===== src/rtl/rmv_pkg.sv =====
// shared types and constants for the running mean / variance block
// no dependencies; used by rmv_alu and running_mean_variance_top
`default_nettype none

package rmv_pkg;

  // width of the sample counter; the count wraps at this width
  localparam int COUNT_BITS = 32;

  localparam int SAMPLE_W = 32;
  localparam int DMAG_W   = SAMPLE_W + 1;
  localparam int SQ_W     = 63;
  localparam int CNT_OUT_W = 32;
  localparam int SH_W     = SQ_W + 1;
  localparam int ADD_W    = (COUNT_BITS + 1 > DMAG_W + 1) ? COUNT_BITS + 1 : DMAG_W + 1;
  localparam int STEP_W   = $clog2(SH_W + 1);

  localparam logic [STEP_W-1:0] DIV1_STEPS = STEP_W'(DMAG_W);
  localparam logic [STEP_W-1:0] MUL_STEPS  = STEP_W'(DMAG_W);
  localparam logic [STEP_W-1:0] DIV2_STEPS = STEP_W'(SQ_W);

  localparam logic [SQ_W-1:0] SQ_SAT = '1;

  typedef enum logic {
    OP_DIV,
    OP_MUL
  } rmv_op_t;

  typedef struct packed {
    logic                start;
    rmv_op_t             op;
    logic [STEP_W-1:0]   steps;
  } rmv_alu_cmd_t;

  typedef struct packed {
    logic busy;
    logic done;
  } rmv_alu_sts_t;

  typedef enum logic [2:0] {
    S_IDLE,
    S_DIV1,
    S_MUL_ST,
    S_MUL,
    S_DIV2_ST,
    S_DIV2,
    S_OUT
  } rmv_state_t;

endpackage

`default_nettype wire


===== src/rtl/running_mean_variance_top.sv =====
// running mean and sample variance (online update), top level and sequencer
// depends on rmv_pkg and rmv_alu
`default_nettype none

// Takes one signed Q16.16 sample per item and returns one result item: the
// running mean (Q16.16), the sample variance sum/(count-1) as unsigned
// Q31.32 with saturation, a flag that is high once two or more samples are in,
// and the sample count. The divides and the multiply run through one shared
// unit that retires one bit per cycle: the mean step is a 33-step divide, the
// squared deviation a 33-step multiply and the variance a 63-step divide. The
// first sample of a run skips the variance divide, and an item that wraps the
// count to zero does not use the shared unit; it reports all zeros and the
// next sample starts a new run.
// in_ready is high only while no item is in work; a finished result sits in
// the output register, so the next item can be taken while the previous
// result waits. A result that still finds the output register occupied holds
// the block until that register is read.
module running_mean_variance_top (
  input  wire logic                clk,
  input  wire logic                rst_n,
  input  wire logic                in_valid,
  output logic                     in_ready,
  input  wire logic signed [31:0]  in_sample,
  output logic                     out_valid,
  input  wire logic                out_ready,
  output logic signed [31:0]       out_mean_value,
  output logic [62:0]              out_variance_value,
  output logic                     out_variance_valid,
  output logic [31:0]              out_sample_count
);

  localparam int CW = rmv_pkg::COUNT_BITS;
  localparam int SW = rmv_pkg::SAMPLE_W;
  localparam int DW = rmv_pkg::DMAG_W;
  localparam int QW = rmv_pkg::SQ_W;
  localparam int HW = rmv_pkg::SH_W;
  localparam int AW = rmv_pkg::ADD_W;

  rmv_pkg::rmv_state_t       state_r, state_nxt;
  logic [CW-1:0]             count_r, count_nxt;
  logic signed [SW-1:0]      mean_r, mean_nxt;
  logic [QW-1:0]             sq_r, sq_nxt;
  logic signed [SW-1:0]      x_r, x_nxt;
  logic                      dneg_r, dneg_nxt;
  logic [DW-1:0]             dmag_r, dmag_nxt;
  logic [QW-1:0]             var_r, var_nxt;
  logic                      vok_r, vok_nxt;
  logic                      out_valid_r, out_valid_nxt;
  logic signed [SW-1:0]      out_mean_r, out_mean_nxt;
  logic [QW-1:0]             out_var_r, out_var_nxt;
  logic                      out_vok_r, out_vok_nxt;
  logic [rmv_pkg::CNT_OUT_W-1:0] out_cnt_r, out_cnt_nxt;

  rmv_pkg::rmv_alu_cmd_t     alu_cmd;
  rmv_pkg::rmv_alu_sts_t     alu_sts;
  logic [HW-1:0]             alu_ld_sh;
  logic [AW-1:0]             alu_ld_opnd;
  logic [HW-1:0]             alu_sh;
  logic [AW-1:0]             alu_acc;

  logic                      fresh;
  logic [CW-1:0]             cnt_inc;
  logic signed [SW-1:0]      mean_base;
  logic signed [DW-1:0]      delta;
  logic [DW-1:0]             delta_mag;
  logic [DW-1:0]             quot;
  logic signed [DW-1:0]      mean_sum;
  logic signed [DW-1:0]      dev;
  logic [DW-1:0]             dev_mag;
  logic                      prod_sat;
  logic [QW-1:0]             prod;
  logic [QW:0]               sq_sum;
  logic                      out_load;

  rmv_alu u_alu (
    .clk       (clk),
    .rst_n     (rst_n),
    .cmd_i     (alu_cmd),
    .ld_sh_i   (alu_ld_sh),
    .ld_opnd_i (alu_ld_opnd),
    .sts_o     (alu_sts),
    .sh_o      (alu_sh),
    .acc_o     (alu_acc)
  );

  // datapath pieces around the shared unit
  always_comb begin
    fresh     = (count_r == '0);
    cnt_inc   = count_r + 1'b1;
    mean_base = fresh ? '0 : mean_r;
    delta     = {in_sample[SW-1], in_sample} - {mean_base[SW-1], mean_base};
    delta_mag = delta[DW-1] ? DW'(-delta) : DW'(delta);

    quot      = alu_sh[DW-1:0];
    mean_sum  = {mean_r[SW-1], mean_r} + (dneg_r ? DW'(-quot) : quot);

    dev       = {x_r[SW-1], x_r} - {mean_r[SW-1], mean_r};
    dev_mag   = dev[DW-1] ? DW'(-dev) : DW'(dev);

    // full product is acc * 2^33 + sh[63:31]; saturate at 2^63 - 1
    prod_sat  = |alu_acc[AW-1:QW-DW];
    prod      = prod_sat ? rmv_pkg::SQ_SAT
                         : {alu_acc[QW-DW-1:0], alu_sh[HW-1:HW-DW]};
    sq_sum    = {1'b0, sq_r} + {1'b0, prod};
  end

  always_comb begin
    state_nxt   = state_r;
    count_nxt   = count_r;
    mean_nxt    = mean_r;
    sq_nxt      = sq_r;
    x_nxt       = x_r;
    dneg_nxt    = dneg_r;
    dmag_nxt    = dmag_r;
    var_nxt     = var_r;
    vok_nxt     = vok_r;
    alu_cmd.start = 1'b0;
    alu_cmd.op    = rmv_pkg::OP_DIV;
    alu_cmd.steps = rmv_pkg::DIV1_STEPS;
    alu_ld_sh     = '0;
    alu_ld_opnd   = '0;
    out_load      = 1'b0;
    in_ready      = 1'b0;

    unique case (state_r)
      rmv_pkg::S_IDLE: begin
        in_ready = 1'b1;
        if (in_valid) begin
          if (cnt_inc == '0) begin
            // count wrapped: report zeros and restart the run
            count_nxt = '0;
            mean_nxt  = '0;
            sq_nxt    = '0;
            var_nxt   = '0;
            vok_nxt   = 1'b0;
            state_nxt = rmv_pkg::S_OUT;
          end else begin
            count_nxt = cnt_inc;
            mean_nxt  = mean_base;
            sq_nxt    = fresh ? '0 : sq_r;
            x_nxt     = in_sample;
            dneg_nxt  = delta[DW-1];
            dmag_nxt  = delta_mag;
            alu_cmd.start = 1'b1;
            alu_cmd.op    = rmv_pkg::OP_DIV;
            alu_cmd.steps = rmv_pkg::DIV1_STEPS;
            alu_ld_sh     = {delta_mag, (HW - DW)'(0)};
            alu_ld_opnd   = AW'(cnt_inc);
            state_nxt     = rmv_pkg::S_DIV1;
          end
        end
      end
      rmv_pkg::S_DIV1: begin
        if (alu_sts.done) begin
          mean_nxt  = mean_sum[SW-1:0];
          state_nxt = rmv_pkg::S_MUL_ST;
        end
      end
      rmv_pkg::S_MUL_ST: begin
        alu_cmd.start = 1'b1;
        alu_cmd.op    = rmv_pkg::OP_MUL;
        alu_cmd.steps = rmv_pkg::MUL_STEPS;
        alu_ld_sh     = HW'(dev_mag);
        alu_ld_opnd   = AW'(dmag_r);
        state_nxt     = rmv_pkg::S_MUL;
      end
      rmv_pkg::S_MUL: begin
        if (alu_sts.done) begin
          sq_nxt = sq_sum[QW] ? rmv_pkg::SQ_SAT : sq_sum[QW-1:0];
          if (|count_r[CW-1:1]) begin
            state_nxt = rmv_pkg::S_DIV2_ST;
          end else begin
            var_nxt   = '0;
            vok_nxt   = 1'b0;
            state_nxt = rmv_pkg::S_OUT;
          end
        end
      end
      rmv_pkg::S_DIV2_ST: begin
        alu_cmd.start = 1'b1;
        alu_cmd.op    = rmv_pkg::OP_DIV;
        alu_cmd.steps = rmv_pkg::DIV2_STEPS;
        alu_ld_sh     = {sq_r, (HW - QW)'(0)};
        alu_ld_opnd   = AW'(count_r - 1'b1);
        state_nxt     = rmv_pkg::S_DIV2;
      end
      rmv_pkg::S_DIV2: begin
        if (alu_sts.done) begin
          var_nxt   = alu_sh[QW-1:0];
          vok_nxt   = 1'b1;
          state_nxt = rmv_pkg::S_OUT;
        end
      end
      rmv_pkg::S_OUT: begin
        if (!out_valid_r || out_ready) begin
          out_load  = 1'b1;
          state_nxt = rmv_pkg::S_IDLE;
        end
      end
      default: begin
        state_nxt = rmv_pkg::S_IDLE;
      end
    endcase
  end

  // output register
  always_comb begin
    out_valid_nxt = out_valid_r;
    out_mean_nxt  = out_mean_r;
    out_var_nxt   = out_var_r;
    out_vok_nxt   = out_vok_r;
    out_cnt_nxt   = out_cnt_r;
    if (out_load) begin
      out_valid_nxt = 1'b1;
      out_mean_nxt  = mean_r;
      out_var_nxt   = var_r;
      out_vok_nxt   = vok_r;
      out_cnt_nxt   = rmv_pkg::CNT_OUT_W'(count_r);
    end else if (out_ready) begin
      out_valid_nxt = 1'b0;
    end
  end

  always_ff @(posedge clk) begin
    if (!rst_n) begin
      state_r     <= rmv_pkg::S_IDLE;
      count_r     <= '0;
      out_valid_r <= 1'b0;
    end else begin
      state_r     <= state_nxt;
      count_r     <= count_nxt;
      out_valid_r <= out_valid_nxt;
    end
  end

  always_ff @(posedge clk) begin
    mean_r     <= mean_nxt;
    sq_r       <= sq_nxt;
    x_r        <= x_nxt;
    dneg_r     <= dneg_nxt;
    dmag_r     <= dmag_nxt;
    var_r      <= var_nxt;
    vok_r      <= vok_nxt;
    out_mean_r <= out_mean_nxt;
    out_var_r  <= out_var_nxt;
    out_vok_r  <= out_vok_nxt;
    out_cnt_r  <= out_cnt_nxt;
  end

  assign out_valid          = out_valid_r;
  assign out_mean_value     = out_mean_r;
  assign out_variance_value = out_var_r;
  assign out_variance_valid = out_vok_r;
  assign out_sample_count   = out_cnt_r;

`ifndef SYNTHESIS
  a_var_zero_when_invalid: assert property (@(posedge clk) disable iff (!rst_n)
    (out_valid && !out_variance_valid) |-> (out_variance_value == '0))
    else $error("variance nonzero while flagged invalid");

  a_alu_start_idle: assert property (@(posedge clk) disable iff (!rst_n)
    alu_cmd.start |-> !alu_sts.busy)
    else $error("shared unit started while busy");

  a_accept_leaves_idle: assert property (@(posedge clk) disable iff (!rst_n)
    (in_valid && in_ready) |=> (state_r == rmv_pkg::S_DIV1 || state_r == rmv_pkg::S_OUT))
    else $error("accepted item did not start work");

  a_out_alu_quiet: assert property (@(posedge clk) disable iff (!rst_n)
    (state_r == rmv_pkg::S_OUT) |-> !alu_sts.busy)
    else $error("shared unit still busy when result is ready");
`endif

endmodule

`default_nettype wire


===== src/rtl/rmv_alu.sv =====
// one-bit-per-cycle shared unit: restoring divide or shift-add multiply
// depends on rmv_pkg
`default_nettype none

module rmv_alu (
  input  wire logic                       clk,
  input  wire logic                       rst_n,
  input  wire rmv_pkg::rmv_alu_cmd_t      cmd_i,
  input  wire logic [rmv_pkg::SH_W-1:0]   ld_sh_i,
  input  wire logic [rmv_pkg::ADD_W-1:0]  ld_opnd_i,
  output rmv_pkg::rmv_alu_sts_t           sts_o,
  output logic [rmv_pkg::SH_W-1:0]        sh_o,
  output logic [rmv_pkg::ADD_W-1:0]       acc_o
);

  logic                          busy_r, busy_nxt;
  logic [rmv_pkg::STEP_W-1:0]    cnt_r, cnt_nxt;
  rmv_pkg::rmv_op_t              op_r, op_nxt;
  logic [rmv_pkg::SH_W-1:0]      sh_r, sh_nxt;
  logic [rmv_pkg::ADD_W-1:0]     acc_r, acc_nxt;
  logic [rmv_pkg::ADD_W-1:0]     opnd_r, opnd_nxt;

  logic [rmv_pkg::ADD_W-1:0]     rem_sh;
  logic [rmv_pkg::ADD_W-1:0]     add_a;
  logic [rmv_pkg::ADD_W-1:0]     add_b;
  logic                          add_ci;
  logic [rmv_pkg::ADD_W:0]       sum;
  logic [rmv_pkg::ADD_W-1:0]     acc_step;
  logic [rmv_pkg::SH_W-1:0]      sh_step;

  // the single adder, shared by both operations
  always_comb begin
    rem_sh = {acc_r[rmv_pkg::ADD_W-2:0], sh_r[rmv_pkg::SH_W-1]};
    unique case (op_r)
      rmv_pkg::OP_DIV: begin
        add_a  = rem_sh;
        add_b  = ~opnd_r;
        add_ci = 1'b1;
      end
      rmv_pkg::OP_MUL: begin
        add_a  = acc_r;
        add_b  = sh_r[0] ? opnd_r : '0;
        add_ci = 1'b0;
      end
      default: begin
        add_a  = acc_r;
        add_b  = '0;
        add_ci = 1'b0;
      end
    endcase
    sum = {1'b0, add_a} + {1'b0, add_b} + (rmv_pkg::ADD_W + 1)'(add_ci);

    unique case (op_r)
      rmv_pkg::OP_DIV: begin
        // carry out set means no borrow: quotient bit is one
        acc_step = sum[rmv_pkg::ADD_W] ? sum[rmv_pkg::ADD_W-1:0] : rem_sh;
        sh_step  = {sh_r[rmv_pkg::SH_W-2:0], sum[rmv_pkg::ADD_W]};
      end
      rmv_pkg::OP_MUL: begin
        acc_step = sum[rmv_pkg::ADD_W:1];
        sh_step  = {sum[0], sh_r[rmv_pkg::SH_W-1:1]};
      end
      default: begin
        acc_step = acc_r;
        sh_step  = sh_r;
      end
    endcase
  end

  always_comb begin
    busy_nxt = busy_r;
    cnt_nxt  = cnt_r;
    op_nxt   = op_r;
    sh_nxt   = sh_r;
    acc_nxt  = acc_r;
    opnd_nxt = opnd_r;
    if (cmd_i.start) begin
      busy_nxt = 1'b1;
      cnt_nxt  = cmd_i.steps;
      op_nxt   = cmd_i.op;
      sh_nxt   = ld_sh_i;
      acc_nxt  = '0;
      opnd_nxt = ld_opnd_i;
    end else if (busy_r) begin
      if (cnt_r != '0) begin
        cnt_nxt = cnt_r - 1'b1;
        sh_nxt  = sh_step;
        acc_nxt = acc_step;
      end else begin
        busy_nxt = 1'b0;
      end
    end
  end

  always_ff @(posedge clk) begin
    if (!rst_n) begin
      busy_r <= 1'b0;
      cnt_r  <= '0;
    end else begin
      busy_r <= busy_nxt;
      cnt_r  <= cnt_nxt;
    end
  end

  always_ff @(posedge clk) begin
    op_r   <= op_nxt;
    sh_r   <= sh_nxt;
    acc_r  <= acc_nxt;
    opnd_r <= opnd_nxt;
  end

  assign sts_o.busy = busy_r;
  assign sts_o.done = busy_r && (cnt_r == '0);
  assign sh_o       = sh_r;
  assign acc_o      = acc_r;

endmodule

`default_nettype wire

===== config.mk =====
export PLATFORM = sky130hd
export DESIGN_NAME = running_mean_variance_top
export DESIGN_NICKNAME = d
export VERILOG_FILES = /design/src/rtl/rmv_pkg.sv /design/src/rtl/running_mean_variance_top.sv /design/src/rtl/rmv_alu.sv
export SDC_FILE = /design/constraint.sdc
export NUM_CORES = 1
export LEC_CHECK = 0
export ABC_AREA = 1
export BUFFER_PORTS_ARGS = -buffer_cell sky130_fd_sc_hd__buf_2
export CAP_MARGIN = 20
export CORE_MARGIN = 2
export CORE_UTILIZATION = 37
export DETAILED_ROUTE_END_ITERATION = 8
export PLACE_DENSITY = 0.49
export SLEW_MARGIN = 5
export SYNTH_ARGS = -nofsm -noshare
export SYNTH_HDL_FRONTEND = slang
export SYNTH_SLANG_ARGS = --single-unit

===== constraint.sdc =====
create_clock -name clk -period 7.2 [get_ports clk]
set_input_delay 0.36 -clock clk [delete_from_list [all_inputs] [get_ports clk]]
set_output_delay 0.36 -clock clk [all_outputs]
set_load 0.02 [all_outputs]

==> run summary <==
At the pin with the least slew margin, the transition time is 1036 ps. The worst path in the final design needs a cycle of 6565 ps, including I/O delays and setup. The number of different library cells in the post-synthesis netlist was 54.

Counting flops with an async set or reset pin after synthesis yields a share of 0%. The tools report the capture endpoint of the worst hold path as u_alu.cnt_r[0]. Setup violations remaining at the end of the flow were counted as 0. Cells with a size suffix above 1 make up 6.487% of the layout. The die is 330.8 µm tall.

Counting cells, the worst reg-to-reg path comes to 28. The number of antenna violations at the first check in global routing is 3, and the simple-gate area share of the yosys netlist is 28.57%. The number of sinks driven by the clock tree is 530, and the proportion of synthesized chip area in sequential cells is 38.29%.

After detailed routing, the average wire length per cell comes to 23.65 µm. The tools report the cell count after placement as 6982. The area after detailed placement is 41840 µm². Measured along the x axis, the die boundary spans 330.8 µm. For the layout net count, the log shows 5935. At the end of routability-driven placement, the weighted congestion stood at 1.039. The starting density of the core is 37.44%. Buffers added to address setup during post-CTS repair amount to 0. At the worst endpoint, the arrival time is 6970 ps. In this run the mean area of a mapped cell was 7.130 µm².

The cell area that synthesis handed to floorplanning was 39520 µm². For this block, the initial DRC count from the detailed router was 4198. The run gives 0 ps as the summed negative setup slack over all endpoints. For the final wirelength, the log shows 168900 µm. Of the post-synthesis cell area, the dominant cell type holds 34.34%.

The dominant combinational cell family by area after synthesis was simple AND/OR/NAND/NOR gates. After the flow finishes, the layout carries non-filler instances totaling 7142. The synthesized design contains 530 register bits. The worst hold path depth came out at 3. The tightest min-delay check is of the input pin to flop type.

The worst setup path category is flop to flop. The most prevalent standard cell on the critical path was sky130_fd_sc_hd__nand2_1. The startpoint identified for the worst hold timing path is rst_n. The logs give 0 for the number of hold-slack violations in the final timing report and 0 for the total congestion overflow after global routing. The worst register-to-register path ends at u_alu.sh_o[59]. Data on the critical path is required at its endpoint by 7600 ps.

TritonCTS built the clock tree. Final hold analysis gives a worst-case slack of 48.20 ps. In this design, the stage delay of the slowest critical-path cell is 880 ps.

In the post-synthesis netlist, the cell with the most instances is sky130_fd_sc_hd__nand2_1. Once detailed placement completed, the half-perimeter wirelength came to 135800 µm. Counting every net in the synthesized netlist gives 5784.

The multiplexer area fraction after synthesis is 0%. The maximum buffer depth of the clock tree is 3, and the number of vias in the routed layout is 38.60k. The Yosys step of the flow raised 0 warnings. Setup repair after global routing left no endpoint under its margin. The count of buffers added on input and output ports is 165.

For this run, the leading register cell type out of synthesis is sky130_fd_sc_hd__edfxtp_1. The post-synthesis share of cell area spent on xor and xnor gates came out at 3.523%. The via count of the first global-routing pass was 35.42k; the highest clock frequency the design can meet was 152.3 MHz. The layout-stage area growth over the synthesis result is 12.58%. The tools report the latest clock arrival within the worst-skew pair as 660 ps. The first TritonRoute pass finished after 7 iterations. The synthesized netlist devotes 6.604% of its cell area to adder and majority cells. Across the routed clock network, the largest skew measured is 39.48 ps.

The tree is rooted in a sky130_fd_sc_hd__clkbuf_16. The CTS buffer count is 69, and the total die area is 109500 µm². The share of the cycle needed by the critical path after routing is 91.18%. The worst setup path is captured at a flop. The synthesized netlist devotes 13.50% of its cell area to compound gates. The count of pins over their slew limit came out at 0. First-pass GRT wire length: 243800 µm. The biggest area contributor in the post-synthesis netlist is sky130_fd_sc_hd__edfxtp_1. The largest net degree at the start of global routing is 211, and the total global-route track usage is 30.44%. Max-cap violations in this run came to 0. The tools report the cell area after layout as 44500 µm². The slowest library cell on the worst path was sky130_fd_sc_hd__clkinv_1. Boundary pin count: 166. CTS built an H-tree with a depth of 3. Number of instances in the synthesized netlist: 5543. The number of buffer and inverter stages on the critical path is 5, and the clock-pin slew on the worst setup and hold paths is 60 ps.

The tools report the startpoint class of the critical path as a flop. Once detail routing completed, the nets flagged for antenna violations numbered 0. Sorting the synthesized cells by how often they occur yields 1503 x sky130_fd_sc_hd__nand2_1, 813 x sky130_fd_sc_hd__inv_1, 605 x sky130_fd_sc_hd__nor2_1, 452 x sky130_fd_sc_hd__edfxtp_1, 400 x sky130_fd_sc_hd__o21ai_0. For the number of DRC violations after detailed routing, the log shows 0. Using the TritonRoute via totals, the vias-per-cell ratio works out to 5.405. Setup slack on the worst reg-to-reg path comes out at 630 ps. The row count is 119, and the number of enable-type register cells in the synthesized netlist is 452. Grouping stages by cell kind, the critical path spends the most delay in simple AND/OR/NAND/NOR gates. The flow ran to the end, and the final reports show no timing, DRC or antenna violations. By area the synthesized netlist is led by sky130_fd_sc_hd__edfxtp_1 34%, sky130_fd_sc_hd__nand2_1 14%, sky130_fd_sc_hd__inv_1 7.7%, sky130_fd_sc_hd__ha_1 6.3%, sky130_fd_sc_hd__nor2_1 5.7%. The region available for standard cell placement spans 105600 µm². The worst register-to-register path begins at count_r[29].

The biggest fanout along the worst timing path was 28. Measured against its own limit, the worst slew margin works out to 30.34%.
[cells by family after synthesis]
logic type	Yosys count
buffers and inverters	981
DFF	530
xor gates and xnor gates	159
and+or+nand+nor	2715
adders and majority gates	205
AOI/OAI and AO/OA	953
[worst max-delay path by stage]
stage	from	endpoint	cells after the start
after floorplan	state_r[2]	out_mean_value[0]	4
after global placement	count_r[29]	u_alu.sh_o[59]	28
after detailed placement	count_r[29]	u_alu.sh_o[59]	28
after CTS	count_r[29]	u_alu.sh_o[59]	28
after global routing	count_r[29]	u_alu.sh_o[45]	26
final	count_r[29]	u_alu.sh_o[59]	28
[routing by layer]
metal / global-route usage [%] / vias up / wire [µm]
li1: - / 18638 / -
met1: 46.66 / 18292 / 82120
met2: 44.69 / 1488 / 70070
met3: 4.498 / 180 / 13330
met4: 6.748 / 2 / 3393
met5: 0 / - / 8
[state kept, by name, summed over array words and instances, names as in the netlist, 3 cells and up]
register,flops
out_variance_value,63
state_r,3
var_r,63
u_alu.acc_o,34
sq_r,63
u_alu.sh_o,64
out_mean_value,32
mean_r,32
dmag_r,33
out_sample_count,32
count_r,32
x_r,32
u_alu.cnt_r,7
u_alu.opnd_r,34
[worst min-delay path, cell delays in order]
cell	delay, ps
sky130_fd_sc_hd__buf_2	170
sky130_fd_sc_hd__nand2_1	90
sky130_fd_sc_hd__inv_1	30
[final cells by class]
type / count / area, µm²
fill: 11147 / 61070
sequential: 530 / 15130
clock inverter: 49 / 515.5
antenna: 1 / 2.502
clock buffer: 78 / 1823
tap: 1391 / 1740
timing repair buffer: 233 / 1441
multi-input combinational: 4032 / 20730
inverter: 828 / 3110
[cells in the final DEF, fill, tap and decap left out, types with 28 or more instances in the layout]
cell type and instances:
sky130_fd_sc_hd__o211ai_1 41, sky130_fd_sc_hd__inv_1 811, sky130_fd_sc_hd__a21oi_1 314, sky130_fd_sc_hd__edfxtp_1 452, sky130_fd_sc_hd__o21ai_0 399, sky130_fd_sc_hd__o31ai_1 31, sky130_fd_sc_hd__buf_2 165, sky130_fd_sc_hd__nor3_1 67
sky130_fd_sc_hd__xnor2_1 48, sky130_fd_sc_hd__nand3_1 368, sky130_fd_sc_hd__a31oi_1 35, sky130_fd_sc_hd__xor2_1 111, sky130_fd_sc_hd__nand2_1 1503, sky130_fd_sc_hd__nand3b_1 28, sky130_fd_sc_hd__buf_4 34, sky130_fd_sc_hd__nor2_1 600
sky130_fd_sc_hd__ha_1 199, sky130_fd_sc_hd__dfxtp_1 78, sky130_fd_sc_hd__clkbuf_16 71, sky130_fd_sc_hd__dlygate4sd3_1 32, sky130_fd_sc_hd__nand4_1 79
[per-stage QoR]
step | worst slack (ps) | util [%]
floorplan | 569.7 | -
global placement | 762.3 | 39.63
detailed placement | 605.0 | 39.63
CTS | 623.9 | 42.15
global route | 80.65 | 42.15
finish | 634.8 | 42.15
[repair_timing]
item | 4_1_cts | 5_1_grt
hold buffers | 32 | 0
endpoints found under the hold margin | 32 | 0
gates resized for setup | 0 | 0
Power is not shown: default switching activity piles up to over one toggle a cycle in this logic, so the estimate is an artifact.
